==> src/design/ggd_pkg.sv <==
// Shared types and constants for the grid disk dilation block.
package ggd_pkg;

   // Field widths of the item and result beats
   localparam int COORD_BITS     = 8;
   localparam int VALUE_BITS     = 8;
   localparam int RADIUS_BITS    = 4;
   localparam int CSR_INDEX_BITS = 2;
   localparam int CSR_DATA_BITS  = 8;

   // Command codes
   localparam logic CMD_WRITE = 1'b0;
   localparam logic CMD_READ  = 1'b1;

   // Result status codes
   localparam logic STATUS_OK    = 1'b0;
   localparam logic STATUS_RANGE = 1'b1;

   // Register indexes
   localparam logic [CSR_INDEX_BITS-1:0] CSR_GRID_WIDTH  = 2'd0;
   localparam logic [CSR_INDEX_BITS-1:0] CSR_GRID_HEIGHT = 2'd1;
   localparam logic [CSR_INDEX_BITS-1:0] CSR_RADIUS      = 2'd2;

   // Register reset values
   localparam logic [COORD_BITS-1:0]  GRID_WIDTH_RESET  = 8'd128;
   localparam logic [COORD_BITS-1:0]  GRID_HEIGHT_RESET = 8'd128;
   localparam logic [RADIUS_BITS-1:0] RADIUS_RESET      = 4'd0;

   // Largest radius the radius register can express
   localparam int RADIUS_FIELD_MAX = (1 << RADIUS_BITS) - 1;

   typedef struct packed {
      logic                  cmd;
      logic [COORD_BITS-1:0] col;
      logic [COORD_BITS-1:0] row;
      logic [VALUE_BITS-1:0] value;
   } req_type;

   typedef struct packed {
      logic [VALUE_BITS-1:0] cell_value;
      logic                  status;
   } rsp_type;

   typedef enum logic [2:0] {
      ST_CLEAR,
      ST_IDLE,
      ST_CENTER,
      ST_SCAN,
      ST_DRAIN,
      ST_DONE
   } state_type;

   // Controller to datapath
   typedef struct packed {
      logic clr_step;
      logic load;
      logic center;
      logic scan_step;
      logic finish;
   } ctrl_cmd_type;

   // Datapath to controller
   typedef struct packed {
      logic clr_last;
      logic quick;
      logic scan_last;
   } ctrl_status_type;

endpackage

==> src/design/ggd_ctrl.sv <==
// Controller state machine: clearing pass, item accept, neighbor scan, result handoff.
module ggd_ctrl (
   input  logic                     clock,
   input  logic                     reset,
   input  logic                     req_valid,
   output logic                     req_stall,
   output logic                     rsp_valid,
   input  logic                     rsp_stall,
   input  ggd_pkg::ctrl_status_type status,
   output ggd_pkg::ctrl_cmd_type    cmd
);
   import ggd_pkg::*;

   state_type state_ff;
   state_type state_in;
   logic      rsp_valid_ff;
   logic      rsp_valid_in;
   logic      out_free;
   logic      accept;

   // Output register can take a beat when empty or drained this cycle
   assign out_free = !rsp_valid_ff || !rsp_stall;
   assign accept   = (state_ff == ST_IDLE) && out_free && req_valid;

   // Next state
   always_comb begin
      state_in = state_ff;
      unique case (state_ff)
         ST_CLEAR: begin
            if (status.clr_last) begin
               state_in = ST_IDLE;
            end
         end
         ST_IDLE: begin
            if (accept && !status.quick) begin
               state_in = ST_CENTER;
            end
         end
         ST_CENTER: begin
            state_in = ST_SCAN;
         end
         ST_SCAN: begin
            if (status.scan_last) begin
               state_in = ST_DRAIN;
            end
         end
         ST_DRAIN: begin
            state_in = ST_DONE;
         end
         ST_DONE: begin
            if (out_free) begin
               state_in = ST_IDLE;
            end
         end
         default: begin
            state_in = ST_IDLE;
         end
      endcase
   end

   // Commands and handshake
   always_comb begin
      cmd           = '0;
      req_stall     = 1'b1;
      unique case (state_ff)
         ST_CLEAR: begin
            cmd.clr_step = 1'b1;
         end
         ST_IDLE: begin
            req_stall = !out_free;
            cmd.load  = accept;
         end
         ST_CENTER: begin
            cmd.center = 1'b1;
         end
         ST_SCAN: begin
            cmd.scan_step = 1'b1;
         end
         ST_DRAIN: begin
            cmd = '0;
         end
         ST_DONE: begin
            cmd.finish = out_free;
         end
         default: begin
            cmd = '0;
         end
      endcase
      rsp_valid_in = (cmd.load && status.quick) || cmd.finish || (rsp_valid_ff && rsp_stall);
   end

   assign rsp_valid = rsp_valid_ff;

   always_ff @(posedge clock) begin
      if (reset) begin
         state_ff     <= ST_CLEAR;
         rsp_valid_ff <= 1'b0;
      end else begin
         state_ff     <= state_in;
         rsp_valid_ff <= rsp_valid_in;
      end
   end

endmodule

==> config.mk <==
export PLATFORM = sky130hd
export DESIGN_NAME = ggd_ctrl
export DESIGN_NICKNAME = d
export VERILOG_FILES = /design/src/design/ggd_pkg.sv /design/src/design/ggd_ctrl.sv
export SDC_FILE = /design/constraint.sdc
export NUM_CORES = 1
export LEC_CHECK = 0
export BUFFER_PORTS_ARGS = -buffer_cell sky130_fd_sc_hd__buf_2
export CORE_AREA = 5 5 42 44
export DETAILED_ROUTE_END_ITERATION = 12
export DIE_AREA = 0 0 47 49
export PLACE_DENSITY = 0.46
export SETUP_SLACK_MARGIN = 0.2
export SYNTH_ARGS = -nofsm -noshare
export SYNTH_HDL_FRONTEND = slang
export SYNTH_SLANG_ARGS = --single-unit
==> constraint.sdc <==
create_clock -name clock -period 1.55 [get_ports clock]
set_input_delay 0 -clock clock [delete_from_list [all_inputs] [get_ports clock]]
set_output_delay 0 -clock clock [all_outputs]
set_load 0.1 [all_outputs]
==> out/results.ini <==
[power]
p_seq_frac = 0.276
switching_share = 0.424
switchingPower_w = 0.000196
power_leakage_nw = 0.196
p_clk_frac = 0.303
p_int_w = 0.000266
irDropWorstVdd_mv = 0.358
power_w = 0.000462
combPwrFrac = 0.421
pwr_density_cell_nw_per_um2 = 985

[worst_setup_path]
required_ps = 1550
arrival_ps = 1260
worstSetupEndpointType = primary output
r2r_start = rsp_valid
rrSetupSlack_ps = 540
crit_start = state_ff[0]
crit_end = cmd[3]
start_kind = register
path_max_fanout = 9
r2r_end = state_ff[2]
reg2regPathDepth = 3
criticalPathCategory = reg -> out

[global_routing]
gr-usage-all-layers = 0.0684
grt_max_degree = 11
grt_pass1_vias = 278
grt_first_pass_wirelength_um = 1150
antenna_found_initial = 0
grt-ovfl-total = 0

[sta]
clock.fmax_mhz = 791
fin_skew_ps = 6.43
max-slew-margin-rel = 0.678
final-hold-violation-count = 0
setup_viol_count_final = 0
rsz0062_at_grt = false
hold_ws_ps = 93.4
worstMarginPinSlew_ps = 487
fin_crit_ps = 1260
finalMaxSlewViolations = 0
min_period_over_period = 0.815

[drt]
routed_wl_um = 708
firstDrtPassIters = 1
via_count = 296
drc = 0
first_iter_violations = 0
avgViaCountPerCell = 4.48
ant_nets = 0
wl_per_cell_um = 10.7

[final_layout]
drive_above_1_share = 0.600
diodes = 0
fin_nets = 58
stdcell_count = 66
area_growth_pct = 82.9
post-route-util = 0.335
fillers = 160

[floorplan]
fp.dieW_um = 47
std_cell_rows = 14
coreArea_um2 = 1400
start_util = 0.183
dieArea_um2 = 2300
dieHeight_um = 49
ioPinCount = 14

[clocking]
clock_latency_ps = 230
cts_buffer_depth = 2
htreeDepth = 1
cts_made_buffers = 3
clkSinkCount = 4
cts_tree = done
cts_root_buf = clkbuf_4
postCtsSetupBuffers = 0
clkTransAtPathRegs_ps = 40

[synthesis]
synth_area_leaders = dfxtp_1 31%, nand2_1 7.3%, nor2b_4 5.4%
ys_warn_count = 0
synth_top_flop_cell = dfxtp_1
synth_top_area_share = 0.312
avgSynthCellArea_um2 = 7.77
synthTopCellsByCount = 5 x nand2_1, 4 x dfxtp_1, 3 x nor2_1
yosys.area.top_type = dfxtp_1
syn-instance-count = 33
synth_edf_count = 0
ys_ff_latch = 4
syn_nets = 40
async_flop_share = 0
synth.most_common_cell = nand2_1
ys_types = 22
netlist_area_um2 = 256
yosysSeqAreaShare = 0.312

[placement]
io_buffers = 13
globalplace.congestion = 0.654
dpl.hpwl_um = 543
dp_cells = 61

[worst_hold_path]
hold_path_class = in -> reg
hp-start = status[0]

[status]
status = complete, no violations

[job]
maxCapViolCount = 0

## final cells by class
cell class	instances	area (um^2)	area share
tap	16	20.0	0.0427
sequential	4	88.8	0.189
inverter	2	7.51	0.0160
clock buffer	4	26.3	0.0560
multi-input combinational	25	206	0.440
timing repair buffer	15	120	0.256
## power by group through the flow
| stage | Combinational, W | Clock (W) | Sequential (W) |
|---|---|---|---|
| after floorplan | 0.000164 | 0 | 0.000120 |
| after global placement | 0.000191 | 0 | 0.000127 |
| after detailed placement | 0.000190 | 0 | 0.000128 |
| after CTS | 0.000196 | 0.000147 | 0.000127 |
| after global routing | 0.000203 | 0.000149 | 0.000129 |
| final | 0.000194 | 0.000140 | 0.000128 |
## worst min path at each step
stage | to | slack, ps | cells after the start
3_3_place_gp | state_ff[2] | 240 | 2
3_5_place_dp | state_ff[2] | 230 | 2
6_report | state_ff[2] | 90 | 3
5_1_grt | state_ff[2] | 120 | 3
4_1_cts | state_ff[2] | 80 | 3
2_1_floorplan | rsp_valid | 60 | 1
## flip-flops by register name, indices dropped and copies added, names as in the netlist
| register | cells |
|---|---|
| state_ff | 3 |
| rsp_valid | 1 |
## layer usage
layer,share of wire,GRT usage
met3,0.051,0.0148
met2,0.45,0.0860
met1,0.50,0.0947
met5,0,0
met4,0,0.0553
## worst max-delay path: stages (launching register included)
cell,delay [ps]
dfxtp_4,410
nor2b_4,220
nand3_4,100
nor2_4,130
buf_12,180
## what timing repair did
item | 4_1_cts | 5_1_grt
resized for setup | 4 | 2
hold buffers | 1 | 0
hold endpoints to repair | 2 | 0
endpoints found under the setup margin | 5 | 6
## kinds of logic (layout without fill, tap and decap cells)
logic type	count (synthesis)	count (layout)	share of synthesized area
buffers and inverters	4	21	0.0780
AO/OA/AOI/OAI	8	8	0.244
AND/OR/NAND/NOR	17	17	0.366
flip-flops	4	4	0.312
## through the flow
step / cell area [um^2] / setup slack (ps) / setup TNS (ps)
detailed placement: 420 / 312 / 0
finish: 469 / 286 / 0
global route: 469 / 244 / 0
floorplan: 310 / -34.8 / -34.8
global placement: 420 / 326 / 0
CTS: 465 / 189 / 0
## placed cells by master (no fill, tap or decap), types with 2 or more instances in the layout
| cell type | n |
|---|---|
| buf_2 | 8 |
| nand2_1 | 5 |
| buf_4 | 4 |
| clkbuf_4 | 3 |
| nor2_4 | 2 |
| a21oi_1 | 2 |
| buf_12 | 2 |
| dfxtp_4 | 2 |
(Power assumes the default switching activity.)
